[src/design/wcm_pkg.sv]
// shared constants, types and config register codes for the column mixer
package wcm_pkg;

  localparam int NUM_CHANNELS = 4;    // channels that take part, 2..4
  localparam int FIELD_CH     = 4;    // channel fields on the ports
  localparam int SW           = 16;   // sample width
  localparam int DNW          = 24;   // down output width
  localparam int TW           = 32;   // per channel term
  localparam int PW           = 34;   // prefix sum of terms
  localparam int CW           = 18;   // per channel weight contribution
  localparam int WW           = 20;   // prefix sum of weights
  localparam int NW           = 33;   // dividend magnitude and quotient
  localparam int DVW          = 18;   // divisor magnitude
  localparam int BPS          = 3;    // quotient bits per divider stage
  localparam int NDIV         = (NW + BPS - 1) / BPS;
  localparam int NSTG         = NDIV + 5;

  localparam int IN_TDATA_W   = 136;
  localparam int OUT_TDATA_W  = 160;
  localparam int SIDEW        = FIELD_CH * SW;

  localparam logic signed [DNW-1:0] DOWN_MAX = {1'b0, {(DNW-1){1'b1}}};
  localparam logic signed [DNW-1:0] DOWN_MIN = {1'b1, {(DNW-1){1'b0}}};

  localparam int CFG_IW = 2;
  localparam logic [CFG_IW-1:0] CFG_AVERAGE  = 2'd0;
  localparam logic [CFG_IW-1:0] CFG_WEIGHTED = 2'd1;
  localparam logic [CFG_IW-1:0] CFG_NEG_OK   = 2'd2;

  typedef logic signed [PW-1:0] sum_t;
  typedef logic signed [WW-1:0] wsum_t;

  typedef struct packed {
    logic neg;
    logic zero;
  } lane_flags_t;

endpackage

[src/design/wcm_div_stage.sv]
// one registered step of the restoring divider, three quotient bits per step
module wcm_div_stage (
  input  logic                          clk_i,
  input  logic                          en_i,
  input  logic [wcm_pkg::DVW-1:0]       rem_i,
  input  logic [wcm_pkg::NW-1:0]        quo_i,
  input  logic [wcm_pkg::DVW-1:0]       dvs_i,
  output logic [wcm_pkg::DVW-1:0]       rem_o,
  output logic [wcm_pkg::NW-1:0]        quo_o,
  output logic [wcm_pkg::DVW-1:0]       dvs_o
);

  logic [wcm_pkg::DVW-1:0] rem_d, rem_q;
  logic [wcm_pkg::NW-1:0]  quo_d, quo_q;
  logic [wcm_pkg::DVW-1:0] dvs_q;

  always_comb begin
    logic [wcm_pkg::DVW:0]  r;
    logic [wcm_pkg::NW-1:0] n;
    r = {1'b0, rem_i};
    n = quo_i;
    for (int b = 0; b < wcm_pkg::BPS; b++) begin
      r = {r[wcm_pkg::DVW-1:0], n[wcm_pkg::NW-1]};
      n = {n[wcm_pkg::NW-2:0], 1'b0};
      if (r >= {1'b0, dvs_i}) begin
        r    = r - {1'b0, dvs_i};
        n[0] = 1'b1;
      end
    end
    rem_d = r[wcm_pkg::DVW-1:0];
    quo_d = n;
  end

  always_ff @(posedge clk_i) begin
    if (en_i) begin
      rem_q <= rem_d;
      quo_q <= quo_d;
      dvs_q <= dvs_i;
    end
  end

  assign rem_o = rem_q;
  assign quo_o = quo_q;
  assign dvs_o = dvs_q;

endmodule

[config.mk]
export PLATFORM = sky130hd
export DESIGN_NAME = wcm_div_stage
export DESIGN_NICKNAME = d
export VERILOG_FILES = /design/src/design/wcm_pkg.sv /design/src/design/wcm_div_stage.sv
export SDC_FILE = /design/constraint.sdc
export NUM_CORES = 1
export LEC_CHECK = 0
export BUFFER_PORTS_ARGS = -buffer_cell sky130_fd_sc_hd__buf_2
export CAP_MARGIN = 25
export CORE_MARGIN = 2
export CORE_UTILIZATION = 50
export DETAILED_ROUTE_END_ITERATION = 8
export GPL_TIMING_DRIVEN = 1
export PLACE_DENSITY = 0.79
export SETUP_SLACK_MARGIN = 0.02
export SLEW_MARGIN = 25
export SYNTH_ARGS = -nofsm -noshare
export SYNTH_HDL_FRONTEND = slang
export SYNTH_SLANG_ARGS = --single-unit
[constraint.sdc]
create_clock -name clk_i -period 11.4 [get_ports clk_i]
set_clock_uncertainty 0.15 [all_clocks]
set_input_delay 0.57 -clock clk_i [delete_from_list [all_inputs] [get_ports clk_i]]
set_output_delay 0.57 -clock clk_i [all_outputs]
set_load 0.02 [all_outputs]
==> run metrics, run 1 <==
setup repair bufs after CTS=0; Slew headroom=0.4406; post-route worst setup slack=between 2 and 3 ns; Synth Instances=495; H-Tree Depth=3; Max Slew Vio Count=0; most numerous cell on the critical path=a21oi_1; FP Rows=37; Switching Fraction=0.4009; max frequency=116.0 MHz; antenna viol nets, final=0; clock tree buffer depth=2; # resized after CTS=0; crit path kind=input port to flip-flop; count leader, synth=edfxtp_1; pin count of the biggest net entering global routing=70; Die Ht=106.5 um; Post-DP HPWL=roughly 10 mm; CTS tree=built; yosys warns=0; top area cells in the synthesized netlist=edfxtp_1 39%, ha_1 13%, mux2_2 5.4%; I/O pin count=140; number of buffers created by CTS=9; CTS sink count=between 60 and 70; leak pwr=between 2 and 3 nW; Placer Congestion=0.9146; delay-heaviest family, CP=compound AO/OA/AOI/OAI gates; CP arrival=between 8 and 9 ns; Synth top cells by count=69 x edfxtp_1, 54 x ha_1, 42 x a21oi_1, 35 x inv_1, 34 x o21ai_0; #FFs+latches synth=69; Yosys top cell area share=0.3946; Power Internal=~0.80 mW; Reg power frac=0.275; Data required, critical path=11.34 ns; worst slack, placed=2.416 ns; Core Region=10280 um^2; crit path from=dvs_i[1]; post-DR wirelength/cell=16.43 um; worst-margin pin slew=0.8391 ns; CP Max Fanout=32; synthesized area per cell=10.61 um^2; Area Growth Syn to Fin=19.06%; Peak supply drop=0.0001114 V; synthesized cell area=5251 um^2; Detailed Routing Iterations Pass 1=5; Design Power=around 1.3 mW; Comb pwr share=0.602; Final Hold Fails=0; antenna cells=0; Worst Min Path Start=quo_i[18]; Netlist cell types=56; number of buffers and inverters on the critical path=5; Post-synth EDFFs=69; hold buffer count at cts=0; Seq/Total Area, Yosys=0.3946; Net Switching=between 0.5 and 0.6 mW; total grt overflow=0; antenna violations before repair=0; Die X=106.5 um; setup violators final=0; hold crit path type=input port to flip-flop; Max Cap Violations=0; DRC viols=0; Clk pwr share=0.123; DIE AREA=11340 um^2; Vias=4338; Power Dens Cells=214.5 nW/um^2; status=completed; max incr delay on CP=0.41 ns; total negative slack=0 ns; Fin Hold WS=~0.24 ns; syn_nets=623; area leader, netlist=edfxtp_1; Total Wirelength=12.83 mm; initial core utilization=0.5110; CP Capture Type=flip-flop; ys flop type=edfxtp_1; Root Buffer=clkbuf_8; GRT Total Usage=0.2284; async set or reset register ratio after synthesis=0; CP startpoint kind=input port; Final period util=0.7565; PortBufs=139; first-pass GRT wire length=around 20 mm; vias in the first global route=4201; routed vias/inst=~5.6; Crit-path slowest cell=mux2_2; clock-pin slew on the worst setup and hold paths=0.08 ns; number of DRC markers in iteration 0=212; Final Util=0.6084; RSZ-0062 raised after global routing=false; Final nets=769; layout cells sized above 1=0.3070; crit path time final=8.624 ns
## layout make-up
| type | count | area [um^2] |
|---|---|---|
| tap | 136 | 170.2 |
| clock inverter | 5 | 28.78 |
| clock buffer | 10 | 127.6 |
| multi-input combinational | 384 | 3005 |
| timing repair buffer | 141 | 710.7 |
| sequential | 69 | 2072 |
| fill | 866 | 4025 |
| inverter | 36 | 137.6 |
## per-layer routing
metal	global-route usage	wire length (um)	up-vias
met1	0.2984	5820	2024
met5	0	0	-
met2	0.3919	6179	151
met3	0.03617	650	14
met4	0.06679	181	0
li1	-	-	2149
## flip-flops by register name, summed over array words and instances (netlist names)
name   cells
quo_o     33
rem_o     18
dvs_o     18
## power by group through the flow
stage / Sequential, mW / Combinational, mW / Clock (mW)
floorplan: 0.442 / 0.556 / 0
global placement: 0.373 / 0.775 / 0
detailed placement: 0.376 / 0.798 / 0
CTS: 0.371 / 0.803 / 0.170
global route: 0.375 / 0.879 / 0.180
finish: 0.369 / 0.807 / 0.164
## layout by cell type (no fill, tap or decap), types with 4 or more instances in the layout
cell type,n
ha_1,54
xor2_1,12
clkbuf_8,9
mux2_4,10
nor2_1,27
edfxtp_1,69
o211ai_1,4
nand2_1,30
o21ai_0,34
inv_1,35
nand4_1,9
a21oi_1,42
mux2_2,25
nand3_1,10
mux2i_1,6
nand2b_1,5
xnor2_1,28
o31a_1,4
o21a_1,7
nor2b_1,6
buf_2,139
a21o_1,12
nor3_1,10
## cell families after synthesis
kind of cell    Yosys count  synth area share
buf+inv                  42           0.03312
xor+xnor                 40           0.06672
flops                    69            0.3946
fa+ha+maj                57            0.1401
compound gates          131            0.1627
mux                      41           0.09364
simple gates            115            0.1091
## through the flow
stage               cell area (um^2)  cells
global route                    6252    781
finish                          6252    781
floorplan                       5251    495
CTS                             6252    781
detailed placement              6096    766
global placement                6096    766
## final timing paths
kind                    end  slack, ns  cells past startpoint
hold / removal    quo_o[21]       0.24                      1
setup / recovery  rem_o[16]       2.78                     33
Power figures use the tool's default switching activity.
==> inputs of run 2 (changes only) <==
- CORE_UTILIZATION: 50 -> 49
- PLACE_DENSITY: 0.79 -> 0.81
- clock period: 11.4 -> 7.2 ns (I/O delays scaled with it)
==> run 2 against run 1 <==
Compared with the run above: clock-buffer cell count unchanged; routed wire length increased by 12%; worst setup slack got worse by 2.4 ns; die area increased by 2.0%; total power increased by 81%; hold slack got worse by 0.19 ns.
==> run metrics, run 2 (synthesized netlist as in run 1, its figures left out) <==
Vias=4675 (+7.8%); Area Growth Syn to Fin=34.60%; antenna violations before repair=0 (unchanged); I/O pin count=140 (unchanged); Register Area=2072 um^2 (unchanged); RSZ-0062 raised after global routing=false; number of DRC markers in iteration 0=268 (+26%); first-pass GRT wire length=22.82 mm (+13%); post-route worst setup slack=0.3423 ns (-2.434 ns); Largest register FFs=33 (unchanged); number of buffers created by CTS=9 (unchanged); initial core utilization=0.5064 (-0.004562); Root Buffer=clkbuf_8; setup violators final=0 (unchanged); post-DR wirelength/cell=16.90 um (+2.8%); CP Max Fanout=17 (-47%); layout cells sized above 1=0.4176 (+0.1106); pin count of the biggest net entering global routing=70 (unchanged); PortBufs=139 (unchanged); Peak supply drop=0.0001770 V (+59%); routed vias/inst=5.487 (-1.2%); Design Power=2.430 mW (+81%); Slew headroom=0.4239 (-0.01677); H-Tree Depth=3 (unchanged); vias in the first global route=4609 (+9.7%); GRT Total Usage=0.2533 (+0.02494); Final period util=0.9525; Post-DP HPWL=11.68 mm (+12%); CTS tree=built; clock-pin slew on the worst setup and hold paths=0.06 ns (-0.02 ns); Placer Congestion=0.9638 (+5.4%); Die Ht=107.5 um (+0.98%); Data required, critical path=7.13 ns (-4.21 ns); multi-input logic area=3208 um^2 (+6.7%); hold crit path type=input port to flip-flop; max frequency=around 150 MHz; Max Cap Violations=0 (unchanged); met1 usage=0.3327 (+0.03426); Power Dens Cells=343.8 nW/um^2 (+60%); M2 GR Usage=0.4263 (+0.03438); Fin Hold WS=0.05085 ns (-0.1886 ns); most common cell after layout, fill and taps aside=buf_2; Final Util=0.6816 (+0.07324); status=completed; antenna cells=0 (unchanged); hold buffer count at cts=0 (unchanged); crit path kind=input port to flip-flop; Total Wirelength=14.40 mm (+12%); Crit-path slowest cell=a2111oi_4; CP startpoint kind=input port; antenna viol nets, final=0 (unchanged); CP arrival=6.79 ns (-1.78 ns); fill count=812 (-6.2%); worst-margin pin slew=0.8642 ns (+0.02515 ns); busiest layer in global routing=met2; FP Rows=37 (unchanged); max incr delay on CP=0.35 ns (-0.06 ns); Max Slew Vio Count=0 (unchanged); leak pwr=3.174 nW (+14%); Core Region=10370 um^2 (+0.90%); Die X=107.5 um (+0.98%); worst slack, placed=-0.1602 ns (-2.576 ns); Final nets=840 (+9.2%); DIE AREA=11560 um^2 (+2.0%); clock tree buffer depth=2 (unchanged); DRC viols=0 (unchanged); CP Capture Type=flip-flop; GR Layer Usage met3=0.05327 (+0.01709); total grt overflow=0 (unchanged); CTS sink count=69 (unchanged); crit path time final=6.858 ns; Final Hold Fails=0 (unchanged); total negative slack=0 ns (unchanged); most frequent cells in the layout=138 x buf_2, 71 x buf_4, 69 x edfxtp_1, 47 x ha_1, 38 x a21oi_1; Detailed Routing Iterations Pass 1=5 (unchanged)
## run 2: cell types whose count changed in the layout (fill, tap and decap cells not counted), moves of 4 or more
cell,previous run,this run
buf_4,2,71
o21ai_0,34,27
ha_1,54,47
ha_4,0,5
o21ai_1,1,5
a21oi_1,42,38
a21oi_2,0,4
## run 2: layout make-up
type,instances,share of cell area
clock buffers,10,0.01806
clock inverters,5,0.01080
inverters,36,0.02266
multi-input cells,384,0.4539
flip-flops and latches,69,0.2931
well taps,136,0.02408
repair buffers,212,0.1774
## run 2: power by group
group | switching [mW] | internal, mW
registers | 0.0210 | 0.567
logic | 0.774 | 0.742
clock network | 0.134 | 0.191
## run 2: metal layers
metal | routed length [um] | vias to the layer above
met5 | 0 | -
met4 | 163 | 0
met3 | 938 | 11
met2 | 6946 | 183
met1 | 6348 | 2184
li1 | - | 2297
## run 2: stage by stage
step / cell area [um^2] / cells
floorplan: 5440 / 495
global placement: 6738 / 830
detailed placement: 6738 / 830
CTS: 6942 / 845
global route: 7068 / 852
finish: 7068 / 852
## run 2: worst paths after layout
check  slack [ns]       from   endpoint  cells after the start
min          0.05  quo_i[27]  quo_o[30]                      1
max          0.34   dvs_i[1]  rem_o[14]                     33
## run 2: timing repair
item / 4_1_cts / 5_1_grt
setup endpoints to repair: 0 / 19
gates resized for setup: 0 / 20
setup buffers: 0 / 6
## run 2: critical path, delay by kind of cell
kind,cells,cell delay [ns]
compound gates,17,3.43
fa+ha+maj,3,0.77
buf+inv,6,0.80
mux,3,0.85
simple gates,4,0.58
==> inputs of run 3 (changes only) <==
- ABC_AREA: unset -> 1
- CORE_UTILIZATION: 49 -> 50
- HOLD_SLACK_MARGIN: unset -> 0.1
==> run 3 against run 2 <==
Compared with the run above: cell count is 25% higher; design area is 4.1% higher; worst setup slack better by 0.23 ns; first-iteration DRC count is 56% higher; total power is 5.9% lower; clock-buffer cell count is 1 lower; hold slack better by 0.099 ns; combinational power is 16% lower; largest cell class unchanged; highest routed layer unchanged.
==> run metrics, run 3 <==
Worst Min Path Start=dvs_i[1]; max incr delay on CP=0.53 ns (+0.18 ns); vias in the first global route=5538 (+20%); Max Slew Vio Count=0 (unchanged); total negative slack=0 ns (unchanged); max frequency=150.8 MHz (+3.4%); yosys warns=0 (unchanged); busiest layer in global routing=met2; Detailed Routing Iterations Pass 1=5 (unchanged); Largest register FFs=33 (unchanged); fill count=939 (+16%); Inst Count DP=1003 (+21%); post-DR wirelength/cell=15.89 um (-5.9%); post-route worst setup slack=0.5695 ns (+0.2273 ns); first-pass GRT wire length=26.89 mm (+18%); Area after DPL=6590 um^2 (-2.2%); CP arrival=6.57 ns (-0.22 ns); Net Switching=1.000 mW (+7.7%); worst-margin pin slew=0.8699 ns (+0.005684 ns); fin area=7358 um^2 (+4.1%); async set or reset register ratio after synthesis=0 (unchanged); non-filler cells, final=1065 (+25%); Final nets=1046 (+25%); most numerous cell on the critical path=nand2_1; Netlist cell types=45 (-20%); status=completed; Post-synth EDFFs=69 (unchanged); Switching Fraction=0.4374 (+0.05505); clock tree buffer depth=2 (unchanged); top area cells in the synthesized netlist=edfxtp_1 36%, nand2_1 15%, ha_1 12%; CP startpoint kind=input port; Fin Hold WS=0.1494 ns (+0.09858 ns); Placer Congestion=0.9860 (+2.3%); setup repair bufs after CTS=0 (unchanged); Synth top cells by count=232 x nand2_1, 89 x inv_1, 69 x edfxtp_1, 59 x nand3_1, 54 x ha_1; antenna viol nets, final=0 (unchanged); Area Growth Syn to Fin=27.10%; routed vias/inst=5.345 (-2.6%); Power Internal=1.287 mW (-14%); total grt overflow=0 (unchanged); setup violators final=0 (unchanged); Total Wirelength=16.93 mm (+18%); Core Region=11370 um^2 (+9.6%); Design Power=2.287 mW (-5.9%); DIE AREA=12460 um^2 (+7.7%); Die X=111.6 um (+3.8%); Max Cap Violations=0 (unchanged); PortBufs=139 (unchanged); Data required, critical path=7.14 ns (about the same); Crit-path slowest cell=dlygate4sd3_1; leak pwr=3.742 nW (+18%); synthesized area per cell=7.941 um^2 (-25%); syn_nets=857 (+38%); crit path time final=6.630 ns (-0.2273 ns); Final Util=0.6472 (-0.03440); Synth Instances=729 (+47%); FP Rows=39 (+5.4%); most frequent cells in the layout=232 x nand2_1, 139 x buf_2, 89 x inv_1, 69 x edfxtp_1, 59 x nand3_1; CP Capture Type=flip-flop; Vias=5692 (+22%); #FFs+latches synth=69 (unchanged); RSZ-0062 raised after global routing=false; GRT Total Usage=0.2713 (+0.01799); Final period util=0.9209 (-0.03156); M2 GR Usage=0.4699 (+0.04359); pin count of the biggest net entering global routing=70 (unchanged); count leader, synth=nand2_1; Final Hold Fails=0 (unchanged); hold crit path type=input port to flip-flop; Power Dens Cells=310.8 nW/um^2 (-9.6%); antenna violations before repair=0 (unchanged); H-Tree Depth=3 (unchanged); Peak supply drop=0.0002655 V (+50%); CTS tree=built; Register Area=2072 um^2 (unchanged); Seq/Total Area, Yosys=0.3579 (-0.03667); number of DRC markers in iteration 0=417 (+56%); met1 usage=0.3365 (+0.003782); CP Max Fanout=22 (+5); GR Layer Usage met3=0.04899 (-0.004276); Die Ht=111.6 um (+3.8%); area leader, netlist=edfxtp_1; CTS sink count=69 (unchanged); Post-DP HPWL=12.57 mm (+7.6%); initial core utilization=0.5092 (+0.002794); DRC viols=0 (unchanged); antenna cells=0 (unchanged); most common cell after layout, fill and taps aside=nand2_1; layout cells sized above 1=0.2137 (-0.2039); Slew headroom=0.4201 (-0.003789); synthesized cell area=5789 um^2 (+10%); I/O pin count=140 (unchanged); multi-input logic area=3287 um^2 (+2.5%); number of buffers created by CTS=9 (unchanged); Root Buffer=clkbuf_16; worst slack, placed=0.7273 ns (+0.8875 ns); Yosys top cell area share=0.3579 (-0.03667); Clk pwr share=0.188 (+0.054); crit path from=dvs_i[13]; clock-pin slew on the worst setup and hold paths=0.06 ns (about the same); Comb pwr share=0.556 (-0.068); crit path kind=input port to flip-flop; ys flop type=edfxtp_1; Reg power frac=0.255 (+0.013)
## run 3: area by class of cell
class	instances	share of cell area
sequential	69	0.2816
tap	143	0.02432
timing repair buffer	187	0.1592
inverter	95	0.04880
clock inverter	6	0.008842
clock buffer	9	0.03061
multi-input combinational	556	0.4467
## run 3: per-layer routing
layer	vias to the layer above	routed length, um	share of wire
li1	2819	-	-
met1	2565	7204	0.43
met2	264	8101	0.48
met3	44	1110	0.066
met4	0	508	0.030
met5	-	0	0
## run 3: worst paths after layout
kind,endpoint,cells past startpoint
setup / recovery,rem_o[0],40
hold / removal,dvs_o[1],1
## run 3: power groups by stage
stage	combinational [mW]	sequential (mW)	clock [mW]
6_report	1.27	0.584	0.431
5_1_grt	1.41	0.591	0.457
4_1_cts	1.23	0.583	0.433
3_5_place_dp	1.21	0.590	0
3_3_place_gp	1.20	0.586	0
2_1_floorplan	0.839	0.696	0
## run 3: timing repair
action / CTS / global route
hold buffers: 46 / 0
gates resized for setup: 0 / 2
endpoints found under the setup margin: 0 / 18
endpoints found under the hold margin: 46 / 0
## run 3: cell families (layout without fill, tap and decap cells)
group	after synthesis	count (layout)	share of synthesized area
and+or+nand+nor	363	364	0.2786
AOI/OAI and AO/OA	95	95	0.09856
xor gates and xnor gates	40	40	0.06051
DFF	69	69	0.3579
adders and majority gates	57	57	0.1271
buffers and inverters	105	297	0.07737
## run 3: critical path: cells and delay by family
kind | cells | cell delay (ns)
AO/OA/AOI/OAI | 7 | 1.17
adder cells (fa/ha/maj) | 3 | 1.04
buffers and inverters | 6 | 1.19
AND/OR/NAND/NOR | 24 | 2.79
